### config.mk
export PLATFORM = sky130hd
export DESIGN_NAME = rsn_capabilities_extractor_flat
export DESIGN_NICKNAME = d
export VERILOG_FILES = /design/src/design/rce_pkg.sv /design/src/design/rce_intf.sv /design/src/design/rce_walker.sv /design/src/design/rsn_capabilities_extractor.sv /design/src/flat_wrapper.sv
export VERILOG_INCLUDE_DIRS = /design/src /design/src/design
export SDC_FILE = /design/constraint.sdc
export NUM_CORES = 1
export LEC_CHECK = 0
export BUFFER_PORTS_ARGS = -buffer_cell sky130_fd_sc_hd__buf_2
export CAP_MARGIN = 0
export CELL_PAD_IN_SITES_DETAIL_PLACEMENT = 0
export CELL_PAD_IN_SITES_GLOBAL_PLACEMENT = 2
export CORE_AREA = 2 2 132 134
export CTS_BUF_LIST = sky130_fd_sc_hd__clkbuf_4
export DETAILED_ROUTE_END_ITERATION = 10
export DIE_AREA = 0 0 134 136
export PLACE_DENSITY_LB_ADDON = 0.1
export SLEW_MARGIN = 25
export SYNTH_ARGS = -nofsm -noshare
export SYNTH_HDL_FRONTEND = slang
export SYNTH_SLANG_ARGS = --single-unit
### constraint.sdc
create_clock -name clk -period 7.8 [get_ports clk]
set_input_delay 0.39 -clock clk [delete_from_list [all_inputs] [get_ports clk]]
set_output_delay 0.39 -clock clk [all_outputs]
set_load 0.01 [all_outputs]
### src/design/assert_macros.svh
// Assertion macros used by the top-level RTL file of the RSN capabilities extractor.
`ifndef ASSERT_MACROS_SVH
`define ASSERT_MACROS_SVH

// Same-cycle implication checked at every clock edge outside reset
`define ASSERT_SAME(label, clk, rst, cond, prop, msg) \
  label: assert property (@(posedge clk) disable iff (rst) (cond) |-> (prop)) \
    else $error(msg);

// Next-cycle implication checked at every clock edge outside reset
`define ASSERT_NEXT(label, clk, rst, cond, prop, msg) \
  label: assert property (@(posedge clk) disable iff (rst) (cond) |=> (prop)) \
    else $error(msg);

`endif

### src/design/rce_pkg.sv
// Shared types, constants and helpers for the RSN capabilities extractor.
package rce_pkg;

  localparam logic [7:0]  RSN_ID      = 8'h30;
  localparam logic [7:0]  RSN_MIN_LEN = 8'd10;
  localparam int          OFS_W       = 19;
  localparam logic [18:0] OFFSET_MAX  = 19'h7FFFF;

  // Element walk phase, one-hot
  typedef enum logic [3:0] {
    PH_ID   = 4'b0001,   // awaiting element id
    PH_LEN  = 4'b0010,   // awaiting element length
    PH_PRE  = 4'b0100,   // body, before the AKM count
    PH_POST = 4'b1000    // body, after the AKM count
  } phase_t;

  // One frame result
  typedef struct packed {
    logic [15:0] rsn_caps;
    logic        caps_found;
  } rce_result_t;

  // Clamp a 20-bit offset sum to the 19-bit offset range
  function automatic logic [18:0] sat_offset(input logic [19:0] v);
    logic [18:0] r;
    r = v[19] ? OFFSET_MAX : v[18:0];
    return r;
  endfunction

endpackage

### src/design/rce_intf.sv
// Valid/ready channel interfaces for frame bytes in and capability results out.
interface rce_byte_if;
  logic       valid;
  logic       ready;
  logic [7:0] data_byte;
  logic       frame_last;

  modport source (output valid, output data_byte, output frame_last, input ready);
  modport sink   (input valid, input data_byte, input frame_last, output ready);
endinterface

interface rce_caps_if;
  logic        valid;
  logic        ready;
  logic [15:0] rsn_caps;
  logic        caps_found;

  modport source (output valid, output rsn_caps, output caps_found, input ready);
  modport sink   (input valid, input rsn_caps, input caps_found, output ready);
endinterface

### src/design/rce_walker.sv
// Information element walker: per-byte parse state and the frame result.
module rce_walker
  import rce_pkg::*;
#(
  parameter int HEADER_BYTES = 36
) (
  input  logic        clk,
  input  logic        rst,
  input  logic        take,
  input  logic [7:0]  data_byte,
  input  logic        frame_last,
  output rce_result_t result
);

  localparam int HC_W = $clog2(HEADER_BYTES + 1);

  logic [HC_W-1:0]  header_count,   header_count_next;
  phase_t           phase,          phase_next;
  logic [7:0]       element_id,     element_id_next;
  logic [7:0]       element_length, element_length_next;
  logic [7:0]       body_index,     body_index_next;
  logic [7:0]       low_byte_hold,  low_byte_hold_next;
  logic [OFS_W-1:0] field_offset,   field_offset_next;
  logic [15:0]      candidate_caps, candidate_caps_next;
  logic             candidate_valid, candidate_valid_next;
  logic [15:0]      committed_caps, committed_caps_next;
  logic             walk_done,      walk_done_next;

  logic [15:0] word;
  logic [8:0]  idx_inc;
  logic        rsn;
  logic        lo_hit;
  logic        hi_hit;
  logic [19:0] first_off;
  logic [19:0] akm_off;

  // Field decode from the current byte and held state
  assign word      = {data_byte, low_byte_hold};
  assign idx_inc   = {1'b0, body_index} + 9'd1;
  assign rsn       = (element_id == RSN_ID) && (element_length >= RSN_MIN_LEN);
  assign lo_hit    = ({11'b0, body_index} == field_offset);
  assign hi_hit    = ({12'b0, body_index} == ({1'b0, field_offset} + 20'd1));
  assign first_off = 20'd8 + {2'b0, word, 2'b0};
  assign akm_off   = {1'b0, field_offset} + 20'd2 + {2'b0, word, 2'b0};

  // Next state for one transfer
  always_comb begin
    header_count_next    = header_count;
    phase_next           = phase;
    element_id_next      = element_id;
    element_length_next  = element_length;
    body_index_next      = body_index;
    low_byte_hold_next   = low_byte_hold;
    field_offset_next    = field_offset;
    candidate_caps_next  = candidate_caps;
    candidate_valid_next = candidate_valid;
    committed_caps_next  = committed_caps;
    walk_done_next       = walk_done;
    result               = '0;

    if (take) begin
      if (header_count < HC_W'(HEADER_BYTES)) begin
        header_count_next = header_count + HC_W'(1);
      end else if (!walk_done) begin
        unique case (phase)
          PH_ID: begin
            element_id_next = data_byte;
            phase_next      = PH_LEN;
          end
          PH_LEN: begin
            element_length_next  = data_byte;
            body_index_next      = '0;
            field_offset_next    = '0;
            candidate_valid_next = 1'b0;
            phase_next           = PH_PRE;
            if (data_byte == 8'd0) begin
              phase_next = PH_ID;
            end
          end
          PH_PRE, PH_POST: begin
            if (rsn) begin
              priority if (body_index == 8'd6) begin
                low_byte_hold_next = data_byte;
              end else if (body_index == 8'd7) begin
                field_offset_next = sat_offset(first_off);
              end else if (body_index >= 8'd8 && lo_hit) begin
                low_byte_hold_next = data_byte;
              end else if (body_index >= 8'd8 && hi_hit) begin
                if (phase == PH_PRE) begin
                  field_offset_next = sat_offset(akm_off);
                  phase_next        = PH_POST;
                end else begin
                  candidate_caps_next  = word;
                  candidate_valid_next = 1'b1;
                end
              end
            end
            body_index_next = idx_inc[7:0];
            // End of element: if a complete word was read, commit it and stop the walk
            if (idx_inc >= {1'b0, element_length}) begin
              if (candidate_valid_next) begin
                committed_caps_next = candidate_caps_next;
                walk_done_next      = 1'b1;
              end
              candidate_valid_next = 1'b0;
              phase_next           = PH_ID;
            end
          end
          default: begin
            phase_next = PH_ID;
          end
        endcase
      end

      // Last byte: report and start over for the next frame
      if (frame_last) begin
        result.rsn_caps      = walk_done_next ? committed_caps_next : 16'd0;
        result.caps_found    = walk_done_next;
        header_count_next    = '0;
        phase_next           = PH_ID;
        element_id_next      = '0;
        element_length_next  = '0;
        body_index_next      = '0;
        low_byte_hold_next   = '0;
        field_offset_next    = '0;
        candidate_caps_next  = '0;
        candidate_valid_next = 1'b0;
        committed_caps_next  = '0;
        walk_done_next       = 1'b0;
      end
    end
  end

  // Parse state registers
  always_ff @(posedge clk) begin
    if (rst) begin
      header_count    <= '0;
      phase           <= PH_ID;
      element_id      <= '0;
      element_length  <= '0;
      body_index      <= '0;
      low_byte_hold   <= '0;
      field_offset    <= '0;
      candidate_caps  <= '0;
      candidate_valid <= 1'b0;
      committed_caps  <= '0;
      walk_done       <= 1'b0;
    end else begin
      header_count    <= header_count_next;
      phase           <= phase_next;
      element_id      <= element_id_next;
      element_length  <= element_length_next;
      body_index      <= body_index_next;
      low_byte_hold   <= low_byte_hold_next;
      field_offset    <= field_offset_next;
      candidate_caps  <= candidate_caps_next;
      candidate_valid <= candidate_valid_next;
      committed_caps  <= committed_caps_next;
      walk_done       <= walk_done_next;
    end
  end

endmodule

### src/design/rsn_capabilities_extractor.sv
// Top level of the RSN capabilities extractor: byte walker plus result register.
//
//   channel    dir  payload                       transfer
//   byte_in    in   data_byte[7:0], frame_last    valid && ready
//   caps_out   out  rsn_caps[15:0], caps_found    valid && ready, one per frame
//
// One byte per cycle while byte_in is not stalled; the result shows in the cycle after the last byte's transfer.
// The walker state updates in the cycle of each byte transfer; the result
// register is the only pipeline stage.
// byte_in stalls only while a result waits in the register and caps_out is not ready.
// Synchronous reset clears the walk state and empties the result register.
module rsn_capabilities_extractor
  import rce_pkg::*;
#(
  parameter int HEADER_BYTES = 36
) (
  input  logic       clk,
  input  logic       rst,
  rce_byte_if.sink   byte_in,
  rce_caps_if.source caps_out
);

`include "assert_macros.svh"

  logic        in_fire;
  logic        out_fire;
  rce_result_t walk_result;
  rce_result_t result_reg;
  logic        result_valid;

  assign byte_in.ready = !result_valid || caps_out.ready;
  assign in_fire       = byte_in.valid && byte_in.ready;
  assign out_fire      = result_valid && caps_out.ready;

  rce_walker #(
    .HEADER_BYTES (HEADER_BYTES)
  ) u_walker (
    .clk        (clk),
    .rst        (rst),
    .take       (in_fire),
    .data_byte  (byte_in.data_byte),
    .frame_last (byte_in.frame_last),
    .result     (walk_result)
  );

  // Result register
  always_ff @(posedge clk) begin
    if (rst) begin
      result_valid <= 1'b0;
    end else if (in_fire && byte_in.frame_last) begin
      result_valid <= 1'b1;
    end else if (out_fire) begin
      result_valid <= 1'b0;
    end
  end

  always_ff @(posedge clk) begin
    if (in_fire && byte_in.frame_last) begin
      result_reg <= walk_result;
    end
  end

  assign caps_out.valid      = result_valid;
  assign caps_out.rsn_caps   = result_reg.rsn_caps;
  assign caps_out.caps_found = result_reg.caps_found;

  // Checks
  `ASSERT_SAME(a_caps_zero, clk, rst, result_valid && !result_reg.caps_found, result_reg.rsn_caps == 16'd0, "rsn_caps nonzero without caps_found")
  `ASSERT_NEXT(a_last_gives_result, clk, rst, in_fire && byte_in.frame_last, result_valid, "no result after last byte")
  `ASSERT_NEXT(a_no_spurious, clk, rst, in_fire && !byte_in.frame_last && (!result_valid || caps_out.ready), !result_valid, "result without last byte")

endmodule

### src/flat_wrapper.sv
// flat-port wrapper written by rule: the top's interface ports become plain ports
module rsn_capabilities_extractor_flat import rce_pkg::*;
#(
  parameter int HEADER_BYTES = 36
)
  (clk, rst, byte_in_valid, byte_in_data_byte, byte_in_frame_last, byte_in_ready, caps_out_valid, caps_out_rsn_caps, caps_out_caps_found, caps_out_ready);
  rce_byte_if byte_in_i ();
  rce_caps_if caps_out_i ();
  input  logic clk;
  input  logic rst;
  input wire logic [$bits(byte_in_i.valid)-1:0] byte_in_valid;
  input wire logic [$bits(byte_in_i.data_byte)-1:0] byte_in_data_byte;
  input wire logic [$bits(byte_in_i.frame_last)-1:0] byte_in_frame_last;
  output wire logic [$bits(byte_in_i.ready)-1:0] byte_in_ready;
  output wire logic [$bits(caps_out_i.valid)-1:0] caps_out_valid;
  output wire logic [$bits(caps_out_i.rsn_caps)-1:0] caps_out_rsn_caps;
  output wire logic [$bits(caps_out_i.caps_found)-1:0] caps_out_caps_found;
  input wire logic [$bits(caps_out_i.ready)-1:0] caps_out_ready;
  assign byte_in_i.valid = byte_in_valid;
  assign byte_in_i.data_byte = byte_in_data_byte;
  assign byte_in_i.frame_last = byte_in_frame_last;
  assign byte_in_ready = byte_in_i.ready;
  assign caps_out_valid = caps_out_i.valid;
  assign caps_out_rsn_caps = caps_out_i.rsn_caps;
  assign caps_out_caps_found = caps_out_i.caps_found;
  assign caps_out_i.ready = caps_out_ready;
  rsn_capabilities_extractor #(.HEADER_BYTES(HEADER_BYTES)) u_core (.clk(clk), .rst(rst), .byte_in(byte_in_i), .caps_out(caps_out_i));
endmodule
==> metrics.md, run 1 <==
| Metric | Value |
|---|---|
| Port Buffer Count | `31` |
| Clock latency on the worst-skew pair | `0.54 ns` |
| #FFs+latches synth | `113` |
| Seq/Total Area, Yosys | `around a third` |
| DR iter-0 viols | `387` |
| Vias per inst | `5.78` |
| Area contributors post-synth | `dfxtp_1 27%, edfxtp_1 7.2%, nor2_1 6.6%, mux2i_1 6.3%, ha_1 5.3%` |
| Via count | `6100` |
| Worst vdd ir | `a little under 0.09 mV` |
| Clock slew at reported path FFs | `0.12 ns` |
| Detailed Route WL | `19400 um` |
| Synth warn | `0` |
| Endpoints failing setup | `0` |
| Area grow syn2layout | `8.38%` |
| Row cnt | `48` |
| First-pass GRT wire length | `just over 30000 um` |
| Maximum fanout along the worst path | `16` |
| CTS Buf Count | `17` |
| Critical path type | `flip-flop to flip-flop` |
| Worst reg2reg path endpoint | `u_core.u_walker.committed_caps[3]` |
| IO Pins | `32` |
| Cts repair resizes | `0` |
| Wire per inst | `18.4 um` |
| Post-CTS setup buffers | `0` |
| Fill count | `1690` |
| HPWL Detailed | `14200 um` |
| Crit start category | `flip-flop` |
| Dominant cell type by area after synthesis | `dfxtp_1` |
| Max_slew headroom | `31.9%` |
| Top cell type's share of synthesized area | `27.3%` |
| Unrepaired setup endpoints after global routing | `no` |
| Total clock sinks | `113` |
| Detail Route Antenna Nets | `0` |
| CTS tree | `built` |
| Fin. max-slew vios | `0` |
| EDFF count, synth | `17` |
| Final net count | `860` |
| Overall power | `1.12 mW` |
| Syn avg cell area | `between 8 and 9 um^2` |
| Async S/R FF share, synth | `0%` |
| Status | `finished clean` |
| Starting Density | `41.7%` |
| Number of global-route vias before repair | `~5700` |
| Cells after synthesis | `808` |
| Post-route DRC | `0` |
| Final worst-path cycle share | `52.2%` |
| Final number of hold-violating endpoints | `0` |
| Worst-Margin Slew | `1.02 ns` |
| Crit path to | `u_core.u_walker.committed_caps[3]` |
| Pre-Repair DR Iteration Count | `5` |
| Die W | `134 um` |
| Ys flop type | `dfxtp_1` |
| P per Cell Area | `146 nW/um^2` |
| Hold_buf cts | `0` |
| Max Root-Sink Buffers | `2` |
| Mapped Nets | `852` |
| Largest net degree at the start of global routing | `73` |
| CP Capture Type | `flip-flop` |
| First element of the critical path | `u_core.u_walker.body_index[2]` |
| Gr usage total | `between 20% and 30%` |
| Final TNS setup | `0 ns` |
| Synth unique cells | `77` |
| R2R setup slack | `3.73 ns` |
| Reg2reg start | `u_core.u_walker.body_index[2]` |
| GPL Wtd Cong | `0.864` |
| Critical path arrival | `approximately 4.5 ns` |
| Die area | `between 15000 and 20000 um^2` |
| Synth Cell Area | `7050 um^2` |
| F_max | `0.245 GHz` |
| Worst Reg2Reg Path Length in Cells | `13` |
| Core Area | `16900 um^2` |
| Max-Cap Viols | `0` |
| Clk_skew | `between 0.02 and 0.03 ns` |
| Worst endpoint required time | `8.26 ns` |
| Die Y | `136 um` |
| Leak pwr | `2.76 nW` |
| Initial antenna violation count | `1` |
| Root Driver | `clkbuf_4` |
| Htree depth | `4` |
| Hold_sp | `caps_out_ready` |
| Layout cells sized above 1 | `12.5%` |
| Min-delay worst type | `input port to flip-flop` |
| Gr ovfl total | `0` |
| Min Tclk post-route | `4.07 ns` |
-- synthesized netlist by cell type, drive strengths merged (14+ instances only) --
| library cell | count |
|---|---|
| a21oi | 36 |
| ha | 30 |
| nor3 | 16 |
| nor2 | 124 |
| mux2 | 17 |
| mux2i | 44 |
| o21ai | 24 |
| xnor2 | 29 |
| a22o | 17 |
| nand4 | 18 |
| clkbuf | 33 |
| xor2 | 16 |
| dfxtp | 96 |
| buf | 17 |
| nand2 | 27 |
| a22oi | 20 |
| edfxtp | 17 |
| nor2b | 14 |
| nand3 | 25 |
| inv | 33 |
-- sequential cells by signal, indices dropped and copies added, names as in the netlist --
register / cells
u_core.u_walker.candidate_caps: 16
u_core.u_walker.candidate_valid: 1
u_core.u_walker.committed_caps: 16
u_core.u_walker.element_length: 8
u_core.caps_out.caps_found: 1
u_core.caps_out.valid: 1
u_core.u_walker.phase: 4
u_core.u_walker.low_byte_hold: 8
u_core.u_walker.field_offset: 19
u_core.u_walker.header_count: 6
u_core.u_walker.element_id: 8
u_core.u_walker.body_index: 8
u_core.u_walker.walk_done: 1
u_core.caps_out.rsn_caps: 16
-- critical path: stages, from the launching register on --
cell and delay [ns]:
dfxtp_1 0.57, nand3_1 0.22, nor2_1 0.29, nand3_1 0.13
xnor2_1 0.17, ha_1 0.33, nand4_1 0.13, nor2_1 0.07
a311o_1 0.31, a21oi_1 0.38, a2111oi_0 0.31, a211oi_4 0.72
a22oi_1 0.20, nor2_1 0.15
-- cells in the final DEF, fill, tap and decap left out, types with 18 or more instances in the layout --
| cell | n |
|---|---|
| nor2_1 | 124 |
| dfxtp_1 | 96 |
| mux2i_1 | 44 |
| a21oi_1 | 35 |
| inv_1 | 33 |
| buf_2 | 31 |
| ha_1 | 30 |
| xnor2_1 | 29 |
| nand2_1 | 27 |
| nand3_1 | 25 |
| o21ai_0 | 21 |
| a22oi_1 | 20 |
| nand4_1 | 18 |
-- layout make-up --
type	instances	area, um^2	share of cell area [%]
multi-input combinational	611	4290	56.2
sequential	113	2430	31.9
tap	225	282	3.69
timing repair buffer	39	223	2.92
clock inverter	15	148	1.93
clock buffer	17	128	1.67
inverter	34	128	1.67
antenna	1	2.50	0.0328
-- per-stage QoR --
stage               hold WS, ns  instances  worst slack, ns  cell area [um^2]  util (%)
floorplan                 0.445        808             4.16              7050         -
global placement          0.460       1020             3.65              7320      43.4
detailed placement        0.461       1020             3.45              7320      43.4
CTS                       0.141       1052             3.43              7600      45.0
global route              0.159       1055             3.34              7640      45.2
finish                    0.192       1055             3.73              7640      45.2
-- routing by layer --
metal | share of wire, % | wire length [um] | global-route usage [%] | vias to the layer above
met2 | 45 | 8760 | 33.5 | 149
li1 | - | - | - | 2980
met5 | 0 | 0 | 0 | -
met1 | 48 | 9330 | 30.2 | 2939
met3 | 4.2 | 821 | 4.51 | 32
met4 | 2.5 | 493 | 7.98 | 0
-- worst min path at each step --
stage / endpoint / cells past startpoint
finish: u_core.caps_out.valid / 3
global route: u_core.u_walker.candidate_caps[13] / 2
CTS: u_core.caps_out.valid / 3
detailed placement: u_core.u_walker.candidate_caps[5] / 1
global placement: u_core.u_walker.candidate_caps[12] / 1
floorplan: u_core.u_walker.candidate_caps[10] / 1
-- report_power, final --
part | total, mW | switching (mW) | internal [mW]
Clock | 0.430 | 0.265 | 0.166
Combinational | 0.0828 | 0.0552 | 0.0276
Sequential | 0.605 | 0.00612 | 0.599
Total | 1.12 | 0.326 | 0.792
-- cells by family (layout without fill, tap and decap cells) --
| logic type | after synthesis | in the layout | synth area share (%) |
|---|---|---|---|
| buffers and inverters | 84 | 105 | 4.95 |
| other | 0 | 1 | 0 |
| AOI/OAI and AO/OA | 176 | 176 | 18.3 |
| xor gates and xnor gates | 45 | 45 | 5.59 |
| and+or+nand+nor | 298 | 298 | 22.0 |
| DFF | 113 | 113 | 34.5 |
| muxes | 61 | 61 | 8.97 |
| adders and majority gates | 31 | 31 | 5.61 |
(Power assumes the default switching activity.)
==> run 2: changes to the inputs <==
--- a/config.mk
+++ b/config.mk
@@ -10,10 +10,10 @@
 export CAP_MARGIN = 0
 export CELL_PAD_IN_SITES_DETAIL_PLACEMENT = 0
 export CELL_PAD_IN_SITES_GLOBAL_PLACEMENT = 2
-export CORE_AREA = 2 2 132 134
+export CORE_AREA = 2 2 143 145
 export CTS_BUF_LIST = sky130_fd_sc_hd__clkbuf_4
 export DETAILED_ROUTE_END_ITERATION = 10
-export DIE_AREA = 0 0 134 136
+export DIE_AREA = 0 0 145 147
 export PLACE_DENSITY_LB_ADDON = 0.1
 export SLEW_MARGIN = 25
 export SYNTH_ARGS = -nofsm -noshare
==> constraint.sdc (replaced) <==
create_clock -name clk -period 3.35 [get_ports clk]
set_input_delay 0.1675 -clock clk [delete_from_list [all_inputs] [get_ports clk]]
set_output_delay 0.1675 -clock clk [all_outputs]
set_load 0.01 [all_outputs]
==> run 2 against run 1 <==
Register-to-register slack got worse by 3.6 ns; sequential cell count did not move; design area rose by 9.5%; sequential power rose by 130%; largest power group unchanged; via count rose by 3.4%; sequential share of layout area fell by 2.7 points; clock skew fell by 0.0080 ns; critical path depth fell by 1; critical path type unchanged.
==> metrics.md, run 2 (synthesized netlist as in run 1, its figures left out) <==
| Metric | Value |
|---|---|
| Clock slew at reported path FFs | `0.12 ns (about the same)` |
| Pre-Repair DR Iteration Count | `5 (unchanged)` |
| Die Y | `147 um (was 136 um)` |
| Hold worst-path end | `u_core.u_walker.candidate_caps[8] (was u_core.caps_out.valid)` |
| Crit-path most repeated cell | `buf_4 (was nor2_1)` |
| Final TNS setup | `0 ns (unchanged)` |
| Total clock sinks | `113 (unchanged)` |
| Unrepaired setup endpoints after global routing | `yes (was no)` |
| CTS tree | `built (unchanged)` |
| Hold path cells | `2 (was 3)` |
| Status | `finished clean (unchanged)` |
| Port Buffer Count | `31 (unchanged)` |
| DR iter-0 viols | `366 (was 387)` |
| DP Area | `7890 um^2 (was 7320 um^2)` |
| Worst endpoint required time | `3.64 ns (was 8.26 ns)` |
| Logic pwr share | `8.6% (was 7.4%)` |
| Endpoints failing setup | `0 (unchanged)` |
| Switching pwr | `0.790 mW (was 0.326 mW)` |
| Core Area | `19800 um^2 (was 16900 um^2)` |
| Detailed Route WL | `21200 um (was 19400 um)` |
| Initial antenna violation count | `1 (unchanged)` |
| Min Tclk post-route | `3.19 ns (was 4.07 ns)` |
| Vias per inst | `5.38 (was 5.78)` |
| Maximum fanout along the worst path | `8 (was 16)` |
| Leading cell types in the layout, fill and taps excluded | `124 x nor2_1, 93 x dfxtp_1, 65 x buf_4 (was 124 x nor2_1, 96 x dfxtp_1, 44 x mux2i_1)` |
| Final worst slack | `0.158 ns (was 3.73 ns)` |
| Register share of total power | `54.4% (was 54.1%)` |
| Via count | `6310 (was 6100)` |
| Die area | `21300 um^2 (was 18200 um^2)` |
| Row cnt | `52 (was 48)` |
| Htree depth | `4 (unchanged)` |
| Clk_skew | `0.0186 ns (was 0.0266 ns)` |
| Final net count | `932 (was 860)` |
| First-pass GRT wire length | `33400 um (was 31000 um)` |
| Overall power | `2.59 mW (was 1.12 mW)` |
| GPL Wtd Cong | `0.826 (was 0.864)` |
| R2R setup slack | `0.16 ns (was 3.73 ns)` |
| Gr ovfl total | `0 (unchanged)` |
| Critical path cell sequence | `ha_2, nand4_1, or4_1, o2111ai_1, a2bb2oi_2, buf_4, nor4bb_4, buf_4, buf_12, mux2_2, mux2i_1, nor2_1 (was nand3_1, nor2_1, nand3_1, xnor2_1, ha_1, nand4_1, nor2_1, a311o_1, a21oi_1, a2111oi_0, a211oi_4, a22oi_1, nor2_1)` |
| Min-delay worst type | `input port to flip-flop (unchanged)` |
| Crit start category | `flip-flop (unchanged)` |
| Leak pwr | `3.15 nW (was 2.76 nW)` |
| Critical path type | `flip-flop to flip-flop (unchanged)` |
| Worst-Margin Slew | `0.801 ns (was 1.02 ns)` |
| Final number of hold-violating endpoints | `0 (unchanged)` |
| Gr usage total | `19.8% (was 21.8%)` |
| Clock latency on the worst-skew pair | `0.53 ns (was 0.54 ns)` |
| Starting Density | `35.5% (was 41.7%)` |
| Worst path bufs/invs | `3 (was 0)` |
| Worst vdd ir | `0.189 mV (was 0.0878 mV)` |
| CP top delay family | `simple AND/OR/NAND/NOR gates (was compound AO/OA/AOI/OAI gates)` |
| Clock power frac | `37.0% (was 38.5%)` |
| Critical path arrival | `3.49 ns (was 4.53 ns)` |
| Max FFs per register | `19 (unchanged)` |
| Max Root-Sink Buffers | `2 (unchanged)` |
| F_max | `0.313 GHz (was 0.245 GHz)` |
| Slowest cell on the critical path | `or4_1 (was a211oi_4)` |
| Area grow syn2layout | `18.7% (was 8.38%)` |
| Reg2reg start | `u_core.u_walker.field_offset[1] (was u_core.u_walker.body_index[2])` |
| Final worst-path cycle share | `95.3% (was 52.2%)` |
| Max-Cap Viols | `0 (unchanged)` |
| Cell area after layout | `8360 um^2 (was 7640 um^2)` |
| Slowest cell delay on critical path | `0.46 ns (was 0.72 ns)` |
| P per Cell Area | `309 nW/um^2 (was 146 nW/um^2)` |
| Top reg by flops | `u_core.u_walker.field_offset (unchanged)` |
| Place WS | `-0.0801 ns (was 3.45 ns)` |
| Wire per inst | `18.1 um (was 18.4 um)` |
| Internal power | `1.80 mW (was 0.792 mW)` |
| Worst reg2reg path endpoint | `u_core.caps_out.rsn_caps[5] (was u_core.u_walker.committed_caps[3])` |
| Die W | `145 um (was 134 um)` |
| Fin. max-slew vios | `0 (unchanged)` |
| Detail Route Antenna Nets | `0 (unchanged)` |
| Layout cells sized above 1 | `20.0% (was 12.5%)` |
| Commonest non-fill, non-tap cell in the layout | `nor2_1 (unchanged)` |
| Root Driver | `clkbuf_4 (unchanged)` |
| Number of global-route vias before repair | `6161 (was 5704)` |
| Largest net degree at the start of global routing | `72 (was 73)` |
| CTS Buf Count | `17 (unchanged)` |
| Sw frac | `30.6% (was 29.2%)` |
| HPWL Detailed | `15900 um (was 14200 um)` |
| Post-route DRC | `0 (unchanged)` |
| IO Pins | `32 (unchanged)` |
| Worst Reg2Reg Path Length in Cells | `12 (was 13)` |
| Max_slew headroom | `46.1% (was 31.9%)` |
| Hold_sp | `byte_in_data_byte[0] (was caps_out_ready)` |
| CP Capture Type | `flip-flop (unchanged)` |
==> run 2: cell types whose count changed in the layout (fill, tap and decap cells not counted), moves of 2 or more <==
cell           change
buf_12             +5
buf_4             +58
clkinvlp_4         -2
dfxtp_1            -3
dfxtp_2            +3
dlygate4sd3_1      +9
nor4_1             -3
nor4_2             +3
==> run 2: metal layers <==
layer	GRT usage [%]	vias to the layer above	wire, um
met3	3.51	22	650
met4	7.28	0	498
li1	-	3116	-
met5	0	-	0
met1	26.8	3053	10500
met2	31.9	119	9640
==> run 2: stage by stage <==
stage               std cells  hold WS [ns]  utilization, %
finish                   1172        0.0870            42.1
detailed placement       1125         0.461            39.8
global route             1172        0.0474            42.1
floorplan                 808         0.293               -
CTS                      1167       0.00238            41.6
global placement         1125         0.459            39.7
==> run 2: layout make-up <==
| class | instances | area (um^2) |
|---|---|---|
| Fill cell | 1998 | 11500 |
| Clock inverter | 15 | 128 |
| Antenna cell | 1 | 2.50 |
| Clock buffer | 17 | 128 |
| Inverter | 34 | 128 |
| Multi-Input combinational cell | 611 | 4350 |
| Timing Repair Buffer | 111 | 858 |
| Tap cell | 270 | 338 |
| Sequential cell | 113 | 2440 |
==> run 2: power groups by stage <==
stage / Combinational [mW] / Sequential [mW] / Clock, mW
6_report: 0.223 / 1.41 / 0.956
5_1_grt: 0.244 / 1.41 / 1.05
4_1_cts: 0.222 / 1.41 / 0.993
3_5_place_dp: 0.211 / 1.44 / 0
3_3_place_gp: 0.209 / 1.44 / 0
2_1_floorplan: 0.122 / 1.44 / 0
==> run 2: timing repair <==
action / in CTS / in global routing
endpoints found under the setup margin: 20 / 68
setup buffers: 2 / 2
hold endpoints to repair: 8 / 1
hold buffers: 8 / 1
pin swaps: 2 / 3
gates cloned: 0 / 1
gates resized for setup: 1 / 14
==> run 2: worst max-delay path by stage <==
stage	from	slack, ns	to	cells past startpoint
final	u_core.u_walker.field_offset[1]	0.16	u_core.caps_out.rsn_caps[5]	12
after global routing	u_core.u_walker.body_index[1]	-0.02	u_core.u_walker.committed_caps[13]	14
after floorplan	u_core.u_walker.body_index[1]	0.04	u_core.caps_out.rsn_caps[10]	15
after detailed placement	u_core.u_walker.body_index[1]	-0.08	u_core.u_walker.committed_caps[11]	13
after CTS	u_core.u_walker.field_offset[1]	0.004	u_core.caps_out.rsn_caps[5]	10
after global placement	u_core.u_walker.body_index[0]	-0.22	u_core.u_walker.committed_caps[12]	13
==> run 2: worst reg2reg max path: stages, from the launching register on <==
cell and delay (ns):
dfxtp_1 0.37, ha_2 0.24, nand4_1 0.24, or4_1 0.46
o2111ai_1 0.12, a2bb2oi_2 0.18, buf_4 0.15, nor4bb_4 0.27
buf_4 0.21, buf_12 0.14, mux2_2 0.35, mux2i_1 0.19
nor2_1 0.06
